**config.mk**
```make
export PLATFORM = sky130hd
export DESIGN_NAME = expression_tokenizer
export DESIGN_NICKNAME = d
export VERILOG_FILES = /design/src/rtl/exptok_pkg.sv /design/src/rtl/exptok_front.sv /design/src/rtl/exptok_queue.sv /design/src/rtl/exptok_back.sv /design/src/rtl/expression_tokenizer.sv
export SDC_FILE = /design/constraint.sdc
export NUM_CORES = 1
export LEC_CHECK = 0
export BUFFER_PORTS_ARGS = -buffer_cell sky130_fd_sc_hd__buf_4
export CORE_UTILIZATION = 60
export DETAILED_ROUTE_END_ITERATION = 8
export HOLD_SLACK_MARGIN = 0.1
export MAX_ROUTING_LAYER = met4
export PLACE_DENSITY = 0.85
export SYNTH_ARGS = -nofsm -noshare
export SYNTH_HDL_FRONTEND = slang
export SYNTH_SLANG_ARGS = --single-unit
export TNS_END_PERCENT = 10
```
**constraint.sdc**
```tcl
create_clock -name clk -period 16.9 [get_ports clk]
set_input_delay 3.38 -clock clk [delete_from_list [all_inputs] [get_ports clk]]
set_output_delay 3.38 -clock clk [all_outputs]
set_load 0.1 [all_outputs]
```
**src/rtl/exptok_pkg.sv**
```systemverilog
// Shared types, character codes and result codes for the expression tokenizer.
`timescale 1ns / 1ps

package exptok_pkg;

    // Result kinds
    localparam logic [1:0] KIND_VALUE = 2'd0;
    localparam logic [1:0] KIND_TOKEN = 2'd1;
    localparam logic [1:0] KIND_ERROR = 2'd2;
    localparam logic [1:0] KIND_END   = 2'd3;

    // Token types
    localparam logic [3:0] TT_IDENT  = 4'd0;
    localparam logic [3:0] TT_INT    = 4'd1;
    localparam logic [3:0] TT_FLOAT  = 4'd2;
    localparam logic [3:0] TT_STRING = 4'd3;
    localparam logic [3:0] TT_ADD    = 4'd4;
    localparam logic [3:0] TT_SUB    = 4'd5;
    localparam logic [3:0] TT_MUL    = 4'd6;
    localparam logic [3:0] TT_DIV    = 4'd7;
    localparam logic [3:0] TT_MOD    = 4'd8;
    localparam logic [3:0] TT_POW    = 4'd9;
    localparam logic [3:0] TT_LPAR   = 4'd10;
    localparam logic [3:0] TT_RPAR   = 4'd11;
    localparam logic [3:0] TT_ASSIGN = 4'd12;

    // Error codes
    localparam logic [1:0] ERR_NONE    = 2'd0;
    localparam logic [1:0] ERR_ILLEGAL = 2'd1;
    localparam logic [1:0] ERR_DOT     = 2'd2;

    // Character codes
    localparam logic [7:0] CH_ZERO   = 8'h30;
    localparam logic [7:0] CH_NINE   = 8'h39;
    localparam logic [7:0] CH_DOT    = 8'h2E;
    localparam logic [7:0] CH_UNDER  = 8'h5F;
    localparam logic [7:0] CH_LC_A   = 8'h61;
    localparam logic [7:0] CH_LC_Z   = 8'h7A;
    localparam logic [7:0] CH_UC_A   = 8'h41;
    localparam logic [7:0] CH_UC_Z   = 8'h5A;
    localparam logic [7:0] CH_DQUOTE = 8'h22;
    localparam logic [7:0] CH_SQUOTE = 8'h27;
    localparam logic [7:0] CH_SPACE  = 8'h20;
    localparam logic [7:0] CH_TAB    = 8'h09;
    localparam logic [7:0] CH_NL     = 8'h0A;
    localparam logic [7:0] CH_PLUS   = 8'h2B;
    localparam logic [7:0] CH_MINUS  = 8'h2D;
    localparam logic [7:0] CH_STAR   = 8'h2A;
    localparam logic [7:0] CH_SLASH  = 8'h2F;
    localparam logic [7:0] CH_PCT    = 8'h25;
    localparam logic [7:0] CH_CARET  = 8'h5E;
    localparam logic [7:0] CH_LPAR   = 8'h28;
    localparam logic [7:0] CH_RPAR   = 8'h29;
    localparam logic [7:0] CH_EQ     = 8'h3D;

    localparam logic [19:0] LINE_MAX = 20'hFFFFF;
    localparam logic [15:0] COL_MAX  = 16'hFFFF;

    // Most results one byte can cause
    localparam int MAX_RES = 4;

    typedef struct packed {
        logic [1:0]  kind;
        logic [3:0]  token_type;
        logic [7:0]  value_char;
        logic [19:0] line;
        logic [15:0] column;
        logic [15:0] length;
        logic [1:0]  error_code;
    } exptok_result_t;

    // All results of one byte; last_idx is the index of the final one
    typedef struct packed {
        logic [1:0]                    last_idx;
        exptok_result_t [MAX_RES-1:0]  res;
    } exptok_bundle_t;

    typedef struct packed {
        logic           valid;
        exptok_bundle_t bundle;
    } exptok_qhead_t;

    function automatic exptok_result_t mk_res(
        input logic [1:0]  kind,
        input logic [3:0]  ttype,
        input logic [7:0]  vch,
        input logic [19:0] line,
        input logic [15:0] col,
        input logic [15:0] len,
        input logic [1:0]  err
    );
        exptok_result_t r;
        r.kind       = kind;
        r.token_type = ttype;
        r.value_char = vch;
        r.line       = line;
        r.column     = col;
        r.length     = len;
        r.error_code = err;
        return r;
    endfunction

endpackage

```
**src/rtl/exptok_front.sv**
```systemverilog
// Byte classifier and lexer state: turns one source byte into a bundle of results.
`timescale 1ns / 1ps

module exptok_front #(
    parameter int MAX_TOKEN_LENGTH = 65535
) (
    input  logic                      clk,
    input  logic                      rst_n,
    input  logic                      accept,
    input  logic [7:0]                ch,
    input  logic                      last_byte,
    output logic                      push,
    output exptok_pkg::exptok_bundle_t bundle
);
    import exptok_pkg::*;

    localparam logic [15:0] LEN_CAP =
        (MAX_TOKEN_LENGTH > 65535) ? 16'hFFFF : 16'(MAX_TOKEN_LENGTH);

    typedef enum logic [1:0] {
        MODE_IDLE,
        MODE_IDENT,
        MODE_NUMBER,
        MODE_STRING
    } mode_t;

    mode_t       mode_reg, mode_next;
    logic        dot_reg, dot_next;
    logic [15:0] vlen_reg, vlen_next;
    logic [19:0] tline_reg, tline_next;
    logic [15:0] tcol_reg, tcol_next;
    logic [19:0] cline_reg, cline_next;
    logic [15:0] ccol_reg, ccol_next;
    logic        halted_reg, halted_next;

    exptok_result_t [MAX_RES-1:0] res;
    logic [2:0]                   n_res;

    function automatic logic [3:0] cur_type(input mode_t m, input logic d);
        logic [3:0] t;
        priority if (m == MODE_IDENT)
            t = TT_IDENT;
        else if (m == MODE_NUMBER)
            t = d ? TT_FLOAT : TT_INT;
        else
            t = TT_STRING;
        return t;
    endfunction

    logic is_letter, is_numch, is_quote, is_sep, is_op;
    logic [3:0] op_type;

    always_comb
    begin
        is_letter = (ch >= CH_LC_A && ch <= CH_LC_Z) || (ch >= CH_UC_A && ch <= CH_UC_Z)
                    || ch == CH_UNDER;
        is_numch  = (ch >= CH_ZERO && ch <= CH_NINE) || ch == CH_DOT;
        is_quote  = ch == CH_DQUOTE || ch == CH_SQUOTE;
        is_sep    = ch == CH_SPACE || ch == CH_TAB || ch == CH_NL;
        is_op     = 1'b1;
        op_type   = TT_ADD;
        unique case (ch)
            CH_PLUS:  op_type = TT_ADD;
            CH_MINUS: op_type = TT_SUB;
            CH_STAR:  op_type = TT_MUL;
            CH_SLASH: op_type = TT_DIV;
            CH_PCT:   op_type = TT_MOD;
            CH_CARET: op_type = TT_POW;
            CH_LPAR:  op_type = TT_LPAR;
            CH_RPAR:  op_type = TT_RPAR;
            CH_EQ:    op_type = TT_ASSIGN;
            default:  is_op = 1'b0;
        endcase
    end

    always_comb
    begin
        logic done;
        logic add;
        logic num;

        mode_next   = mode_reg;
        dot_next    = dot_reg;
        vlen_next   = vlen_reg;
        tline_next  = tline_reg;
        tcol_next   = tcol_reg;
        cline_next  = cline_reg;
        ccol_next   = ccol_reg;
        halted_next = halted_reg;
        res         = '0;
        n_res       = 3'd0;
        done        = 1'b0;
        add         = 1'b0;
        num         = 1'b0;

        if (!halted_reg)
        begin
            // continue or close the open token
            unique case (mode_reg)
                MODE_IDENT:
                begin
                    if (is_letter)
                    begin
                        add  = 1'b1;
                        done = 1'b1;
                    end
                end
                MODE_NUMBER:
                begin
                    if (is_numch)
                    begin
                        num  = 1'b1;
                        done = 1'b1;
                    end
                end
                MODE_STRING:
                begin
                    if (!is_quote)
                        add = 1'b1;
                    done = 1'b1;
                end
                default: ;
            endcase

            if (mode_reg != MODE_IDLE && !add && !num)
            begin
                res[n_res[1:0]] = mk_res(KIND_TOKEN, cur_type(mode_reg, dot_reg), 8'd0,
                                         tline_reg, tcol_reg, vlen_reg, ERR_NONE);
                n_res     = n_res + 3'd1;
                mode_next = MODE_IDLE;
                dot_next  = 1'b0;
                vlen_next = '0;
            end

            // fresh byte
            if (!done)
            begin
                priority if (is_sep)
                begin
                end
                else if (is_letter || is_numch || is_quote)
                begin
                    mode_next  = is_letter ? MODE_IDENT :
                                 is_numch  ? MODE_NUMBER : MODE_STRING;
                    dot_next   = 1'b0;
                    vlen_next  = '0;
                    tline_next = cline_reg;
                    tcol_next  = ccol_reg;
                    add        = is_letter;
                    num        = is_numch;
                end
                else if (is_op)
                begin
                    res[n_res[1:0]] = mk_res(KIND_TOKEN, op_type, 8'd0, cline_reg, ccol_reg,
                                             16'd0, ERR_NONE);
                    n_res = n_res + 3'd1;
                end
                else
                begin
                    res[n_res[1:0]] = mk_res(KIND_ERROR, 4'd0, 8'd0, cline_reg, ccol_reg,
                                             16'd0, ERR_ILLEGAL);
                    n_res       = n_res + 3'd1;
                    halted_next = 1'b1;
                    mode_next   = MODE_IDLE;
                end
            end

            // number byte: drop leading zeros, catch a second dot
            if (num)
            begin
                priority if (ch == CH_ZERO && vlen_next == 16'd0)
                begin
                end
                else if (ch == CH_DOT && dot_next)
                begin
                    res[n_res[1:0]] = mk_res(KIND_ERROR, 4'd0, 8'd0, cline_reg, ccol_reg,
                                             16'd0, ERR_DOT);
                    n_res       = n_res + 3'd1;
                    halted_next = 1'b1;
                    mode_next   = MODE_IDLE;
                end
                else
                begin
                    if (ch == CH_DOT)
                        dot_next = 1'b1;
                    add = 1'b1;
                end
            end

            if (add)
            begin
                if (vlen_next < LEN_CAP)
                    vlen_next = vlen_next + 16'd1;
                res[n_res[1:0]] = mk_res(KIND_VALUE, cur_type(mode_next, dot_next), ch,
                                         tline_next, tcol_next, vlen_next, ERR_NONE);
                n_res = n_res + 3'd1;
            end
        end

        if (last_byte)
        begin
            if (!halted_next && mode_next != MODE_IDLE)
            begin
                res[n_res[1:0]] = mk_res(KIND_TOKEN, cur_type(mode_next, dot_next), 8'd0,
                                         tline_next, tcol_next, vlen_next, ERR_NONE);
                n_res = n_res + 3'd1;
            end
            res[n_res[1:0]] = mk_res(KIND_END, 4'd0, 8'd0, cline_reg, ccol_reg, 16'd0,
                                     ERR_NONE);
            n_res       = n_res + 3'd1;
            mode_next   = MODE_IDLE;
            dot_next    = 1'b0;
            vlen_next   = '0;
            tline_next  = 20'd1;
            tcol_next   = '0;
            cline_next  = 20'd1;
            ccol_next   = '0;
            halted_next = 1'b0;
        end
        else if (!halted_next)
        begin
            if (ch == CH_NL)
            begin
                if (cline_reg < LINE_MAX)
                    cline_next = cline_reg + 20'd1;
                ccol_next = '0;
            end
            else if (ccol_reg < COL_MAX)
                ccol_next = ccol_reg + 16'd1;
        end
    end

    always_ff @(posedge clk or negedge rst_n)
    begin
        if (!rst_n)
        begin
            mode_reg   <= MODE_IDLE;
            dot_reg    <= 1'b0;
            vlen_reg   <= '0;
            tline_reg  <= 20'd1;
            tcol_reg   <= '0;
            cline_reg  <= 20'd1;
            ccol_reg   <= '0;
            halted_reg <= 1'b0;
        end
        else if (accept)
        begin
            mode_reg   <= mode_next;
            dot_reg    <= dot_next;
            vlen_reg   <= vlen_next;
            tline_reg  <= tline_next;
            tcol_reg   <= tcol_next;
            cline_reg  <= cline_next;
            ccol_reg   <= ccol_next;
            halted_reg <= halted_next;
        end
    end

    // a halted byte with no end of text gives nothing to queue
    assign push            = accept && (n_res != 3'd0);
    assign bundle.res      = res;
    assign bundle.last_idx = 2'(n_res - 3'd1);

endmodule

```
**src/rtl/exptok_queue.sv**
```systemverilog
// Short register queue of result bundles between the front and back ends.
`timescale 1ns / 1ps

module exptok_queue #(
    parameter int DEPTH = 4
) (
    input  logic                       clk,
    input  logic                       rst_n,
    input  logic                       push,
    input  exptok_pkg::exptok_bundle_t wr_bundle,
    input  logic                       pop,
    output exptok_pkg::exptok_qhead_t  head,
    output logic                       full
);
    import exptok_pkg::*;

    localparam int PTR_W = (DEPTH > 1) ? $clog2(DEPTH) : 1;
    localparam int CNT_W = $clog2(DEPTH + 1);

    exptok_bundle_t store_reg [DEPTH];
    logic [PTR_W-1:0] wr_ptr_reg, wr_ptr_next;
    logic [PTR_W-1:0] rd_ptr_reg, rd_ptr_next;
    logic [CNT_W-1:0] count_reg, count_next;

    always_comb
    begin
        wr_ptr_next = wr_ptr_reg;
        rd_ptr_next = rd_ptr_reg;
        count_next  = count_reg;
        if (push)
        begin
            wr_ptr_next = (wr_ptr_reg == PTR_W'(DEPTH - 1)) ? '0 : wr_ptr_reg + PTR_W'(1);
        end
        if (pop)
        begin
            rd_ptr_next = (rd_ptr_reg == PTR_W'(DEPTH - 1)) ? '0 : rd_ptr_reg + PTR_W'(1);
        end
        if (push && !pop)
            count_next = count_reg + CNT_W'(1);
        else if (pop && !push)
            count_next = count_reg - CNT_W'(1);
    end

    always_ff @(posedge clk or negedge rst_n)
    begin
        if (!rst_n)
        begin
            wr_ptr_reg <= '0;
            rd_ptr_reg <= '0;
            count_reg  <= '0;
        end
        else
        begin
            wr_ptr_reg <= wr_ptr_next;
            rd_ptr_reg <= rd_ptr_next;
            count_reg  <= count_next;
        end
    end

    always_ff @(posedge clk)
    begin
        if (push)
            store_reg[wr_ptr_reg] <= wr_bundle;
    end

    assign head.valid  = (count_reg != '0);
    assign head.bundle = store_reg[rd_ptr_reg];
    assign full        = (count_reg == CNT_W'(DEPTH));

endmodule

```
**src/rtl/exptok_back.sv**
```systemverilog
// Result sequencer: hands out the results of the head bundle one per request.
`timescale 1ns / 1ps

module exptok_back (
    input  logic                      clk,
    input  logic                      rst_n,
    input  exptok_pkg::exptok_qhead_t head,
    output logic                      pop,
    output logic                      tok_valid,
    input  logic                      tok_stall,
    output logic [1:0]                kind,
    output logic [3:0]                token_type,
    output logic [7:0]                value_char,
    output logic [19:0]               line,
    output logic [15:0]               column,
    output logic [15:0]               length,
    output logic [1:0]                error_code,
    output logic                      is_last
);
    import exptok_pkg::*;

    logic [1:0]     idx_reg, idx_next;
    logic           take;
    exptok_result_t cur;

    assign cur       = head.bundle.res[idx_reg];
    assign tok_valid = head.valid;
    assign is_last   = (idx_reg == head.bundle.last_idx);
    assign take      = tok_valid && !tok_stall;
    assign pop       = take && is_last;

    always_comb
    begin
        idx_next = idx_reg;
        if (take)
            idx_next = is_last ? 2'd0 : idx_reg + 2'd1;
    end

    always_ff @(posedge clk or negedge rst_n)
    begin
        if (!rst_n)
            idx_reg <= 2'd0;
        else
            idx_reg <= idx_next;
    end

    assign kind       = cur.kind;
    assign token_type = cur.token_type;
    assign value_char = cur.value_char;
    assign line       = cur.line;
    assign column     = cur.column;
    assign length     = cur.length;
    assign error_code = cur.error_code;

endmodule

```
**src/rtl/expression_tokenizer.sv**
```systemverilog
// Top level of the streaming expression tokenizer.
//
//  channel | handshake              | payload
//  --------+------------------------+-------------------------------------------
//  byte    | byte_valid, byte_stall | ch, last_byte
//  tok     | tok_valid, tok_stall   | kind, token_type, value_char, line,
//          |                        | column, length, error_code, is_last
//
// One source byte is classified and the lexer state updated in the cycle it is
// accepted; its 0 to 4 results go as one bundle into a QUEUE_DEPTH register queue,
// and the first shows at the output once that bundle is at the queue head. The
// result port gives one result per cycle while tok_stall is low, in order; bytes
// with no result push nothing. byte_stall is high only while the queue is full.
// Reset (rst_n low, async) returns to line 1 column 0 with an empty queue.
`timescale 1ns / 1ps

module expression_tokenizer #(
    parameter int MAX_TOKEN_LENGTH = 65535,
    parameter int QUEUE_DEPTH      = 4
) (
    input  logic        clk,
    input  logic        rst_n,
    input  logic        byte_valid,
    output logic        byte_stall,
    input  logic [7:0]  ch,
    input  logic        last_byte,
    output logic        tok_valid,
    input  logic        tok_stall,
    output logic [1:0]  kind,
    output logic [3:0]  token_type,
    output logic [7:0]  value_char,
    output logic [19:0] line,
    output logic [15:0] column,
    output logic [15:0] length,
    output logic [1:0]  error_code,
    output logic        is_last
);
    import exptok_pkg::*;

    logic           accept;
    logic           push;
    logic           pop;
    logic           full;
    exptok_bundle_t bundle;
    exptok_qhead_t  head;

    assign byte_stall = full;
    assign accept     = byte_valid && !full;

    exptok_front #(
        .MAX_TOKEN_LENGTH(MAX_TOKEN_LENGTH)
    ) u_front (
        .clk       (clk),
        .rst_n     (rst_n),
        .accept    (accept),
        .ch        (ch),
        .last_byte (last_byte),
        .push      (push),
        .bundle    (bundle)
    );

    exptok_queue #(
        .DEPTH(QUEUE_DEPTH)
    ) u_queue (
        .clk       (clk),
        .rst_n     (rst_n),
        .push      (push),
        .wr_bundle (bundle),
        .pop       (pop),
        .head      (head),
        .full      (full)
    );

    exptok_back u_back (
        .clk        (clk),
        .rst_n      (rst_n),
        .head       (head),
        .pop        (pop),
        .tok_valid  (tok_valid),
        .tok_stall  (tok_stall),
        .kind       (kind),
        .token_type (token_type),
        .value_char (value_char),
        .line       (line),
        .column     (column),
        .length     (length),
        .error_code (error_code),
        .is_last    (is_last)
    );

    // end of input always closes out its byte
    a_end_is_last: assert property (@(posedge clk) disable iff (!rst_n)
        (tok_valid && kind == KIND_END) |-> is_last)
        else $error("end-of-input result not marked last");

    // an error code appears exactly on error results
    a_err_code: assert property (@(posedge clk) disable iff (!rst_n)
        tok_valid |-> ((kind == KIND_ERROR) == (error_code != ERR_NONE)))
        else $error("error code mismatch with result kind");

    // input is held off only while results are waiting
    a_stall_has_data: assert property (@(posedge clk) disable iff (!rst_n)
        byte_stall |-> tok_valid)
        else $error("input stalled with empty queue");

endmodule
```
==> summary.md <==
| Metric | Value |
|---|---|
| Yosys cell types | `100` |
| Net count, final | `between 2000 and 3000` |
| Leak | `approximately 18 nW` |
| Layout fillers | `slightly above 5000` |
| Register area | `~35000 um2` |
| Placeable Area | `around 83000 um2` |
| Layout cell share with drive strength beyond 1 | `a little under a quarter` |
| Most frequent cells in the layout | `edfxtp_1 (1072), mux4_2 (333), a22o_1 (148)` |
| Routability Congestion | `0.9851` |
| Pin slew with the least headroom to its limit | `1.275 ns` |
| CTS tree | `done` |
| Peak VDD IR | `approximately 0.00025 V` |
| WP data required | `between 15 and 20 ns` |
| Final TNS setup | `0 ns` |
| Chip height | `approximately 290 um` |
| Multi-input logic area | `about 15000 um2` |
| Final WL | `129600 um` |
| Type of the worst min-delay path | `reg2reg` |
| Layout area overhead | `10.05%` |
| PwrDens | `between 150 and 200 nW/um2` |
| Worst-path clk slew | `about 0.060 ns` |
| Yosys warns | `0` |
| Drc violations | `0` |
| Antenna violations before repair | `3` |
| Fmax | `85.74 MHz` |
| Largest net degree at the start of global routing | `between 150 and 200` |
| Sequential area share after synthesis | `about 69%` |
| Hold path start | `u_queue.count_reg[2]$_DFFE_PN0P_` |
| Worst Path Arrival | `~12 ns` |
| Final setup viols | `0` |
| Slew headroom | `14.59%` |
| Main area contributors after synthesis | `edfxtp_1 (64%), mux4_2 (15%), dfrtp_1 (4.9%)` |
| WS Path Type | `in2reg` |
| Synth async-reset ratio | `8.610%` |
| MaxCap Viol Count | `0` |
| WHS Path Cells | `1` |
| Crit-path max FO | `between 150 and 200` |
| Final Hold Viols | `0` |
| RSZ-0062 raised after global routing | `no` |
| CP startpoint | `ch[4]` |
| DR vias/cell | `just over 7` |
| Vias in the first global route | `roughly 30000` |
| Setup Buffers After CTS | `0` |
| Via count | `between 20000 and 30000` |
| Total gr overflow | `0` |
| Clock Skew | `0.04779 ns` |
| Post-Place Setup Slack | `between 4 and 5 ns` |
| Post-CTS Hold Buffers | `0` |
| Critical Path End Type | `register` |
| #FFs+latches synth | `around 1200` |
| Top FF cell, synth | `edfxtp_1` |
| Max Slew Vio Count | `0` |
| Port buffer count | `between 80 and 90` |
| DR WL/cell | `32.15 um` |
| Worst Reg-to-Reg Cells | `21` |
| H-tree depth reported by CTS | `3` |
| Beginning of the worst register-to-register path | `u_front.mode_reg[1]$_DFFE_PN0P_` |
| Full die area | `about 85000 um2` |
| Final WS setup | `between 5 and 6 ns` |
| Clock Root Buffer | `clkbuf_16` |
| Number of synthesized flops with an enable pin | `approximately 1100` |
| Mapped cell area | `between 50000 and 60000 um2` |
| Status | `complete, no violations` |
| Fin crit period | `11.66 ns` |
| Synth area leader | `edfxtp_1` |
| Commonest non-fill, non-tap cell in the layout | `edfxtp_1` |
| Initial Util | `about three fifths` |
| TritonCTS buffer count | `111` |
| Global Route Usage Sum | `approximately a third` |
| R2R Path End | `u_queue.store_reg[2][139]$_DFFE_PP_` |
| Clk sink count | `between 1000 and 1500` |
| Final Cycle Share | `between 60 and 70%` |
| Worst-Skew Late Latency | `a little over 0.7 ns` |
| Worst setup SP type | `input port` |
| Mapped Nets | `between 2000 and 3000` |
| Resized Gates After CTS | `0` |
| Reg2reg setup slack | `between 8 and 9 ns` |
| Boundary Pins | `84` |
| Post-Syn Area per Cell | `approximately 18 um2` |
| Hold EP | `u_queue.count_reg[2]$_DFFE_PN0P_` |
| CTS max path bufs | `3` |
| HPWL Detailed | `between 70000 and 80000 um` |
| Syn Inst Count | `2846` |
| Drt pass-1 iters | `6` |
| 1st-iter DRT viols | `approximately 3400` |
| Detail Route Antenna Nets | `0` |
| Yosys top cell area share | `a little under two thirds` |
| Die width | `just under 300 um` |
| Cell row count | `105` |
| Max reg flops | `~1100` |
| Global-route wire length before repair | `192900 um` |
## cell usage after synthesis (all sizes together), types with 6 or more instances
| cell type | number |
|---|---|
| mux2i | 9 |
| o211ai | 8 |
| a21boi | 7 |
| dfrtp | 99 |
| nor3 | 23 |
| o32ai | 7 |
| a22o | 148 |
| a31oi | 15 |
| nand2 | 137 |
| edfxtp | 1072 |
| xor2 | 30 |
| buf | 82 |
| nor2b | 8 |
| mux4 | 333 |
| o21ai | 96 |
| nor4 | 13 |
| a221o | 7 |
| xnor2 | 19 |
| nor2 | 136 |
| a21oi | 49 |
| and4 | 11 |
| nand3 | 36 |
| ha | 29 |
| o21a | 8 |
| and3 | 19 |
| mux2 | 8 |
| inv | 35 |
| clkbuf | 142 |
| a22oi | 47 |
| a211oi | 9 |
| o22ai | 36 |
| or2 | 7 |
| and2 | 23 |
| nand4 | 29 |
| a21o | 6 |
| o2bb2ai | 8 |
| nand2b | 7 |
## per-layer routing
layer	part of all wire (%)	routed length (um)	GRT usage, %
met5	0	0	-
met1	37	48120	41.54
met2	50	64960	50.78
met3	8.7	11320	5.267
met4	4.0	5148	12.14
## worst max-delay path, cell delays in order
cell and delay (ns):
buf_4 0.16, nor4b_4 0.73, nand4b_1 0.62, o221ai_2 0.51, nand3_1 0.58, nand2_1 0.28, ha_1 0.20, nand4_1 0.10
o211ai_1 0.33, nand2_1 0.64, xnor2_1 0.51, nor2_1 0.19, ha_1 0.33, nor2_1 0.06, a21o_1 0.19, ha_1 0.24
or3_1 0.40, o21ai_1 0.12, xor2_1 0.11, a21oi_2 0.33, and2_4 0.87, buf_12 0.64
## worst max-delay path by stage
stage                                     endpoint  slack [ns]  cells after the start
2_1_floorplan    u_queue.store_reg[1][0]$_DFFE_PP_        1.67                     27
3_3_place_gp    u_queue.store_reg[3][91]$_DFFE_PP_        5.02                     22
3_5_place_dp   u_queue.store_reg[3][167]$_DFFE_PP_        4.82                     22
4_1_cts        u_queue.store_reg[3][187]$_DFFE_PP_        5.51                     22
5_1_grt        u_queue.store_reg[2][255]$_DFFE_PP_        4.78                     22
6_report       u_queue.store_reg[2][139]$_DFFE_PP_        5.24                     22
## report_power, final
part | leakage (nW) | internal [mW] | switching, mW
Sequential | 11.1 | 3.76 | 0.279
Combinational | 5.12 | 1.26 | 2.71
Clock | 1.75 | 1.35 | 1.09
## cell type report
class                      count  area share (%)
antenna                        2        0.009013
clock buffer                 146           5.421
tap                         1070           2.411
timing repair buffer         129           1.834
clock inverter                61           1.016
sequential                  1173           62.55
inverter                      35          0.2366
multi-input combinational   1414           26.52
## stage by stage
step / utilization, % / hold slack [ns] / instance area (um2) / instances / total power, mW
after floorplan: - / 0.4560 / 50460 / 2846 / 7.143
after global placement: 62.87 / 0.4723 / 51950 / 3821 / 7.954
after detailed placement: 62.87 / 0.4844 / 51950 / 3821 / 8.052
after CTS: 67.19 / 0.4947 / 55520 / 4028 / 10.49
after global routing: 67.20 / 0.5236 / 55530 / 4029 / 10.76
final: 67.20 / 0.4960 / 55530 / 4030 / 10.45
## cells by family (layout without fill, tap and decap cells)
kind of cell               count (synthesis)  after routing  share of synthesized area, %
AOI/OAI and AO/OA                        509            509                         7.565
xor gates and xnor gates                  49             49                        0.8505
adders and majority gates                 30             30                        0.7588
buffers and inverters                    259            371                         2.132
DFF                                     1173           1173                         68.81
muxes                                    350            350                         15.22
other                                      0              2                             0
and+or+nand+nor                          476            476                         4.664
Note: power is estimated with default switching activity, not from simulation.
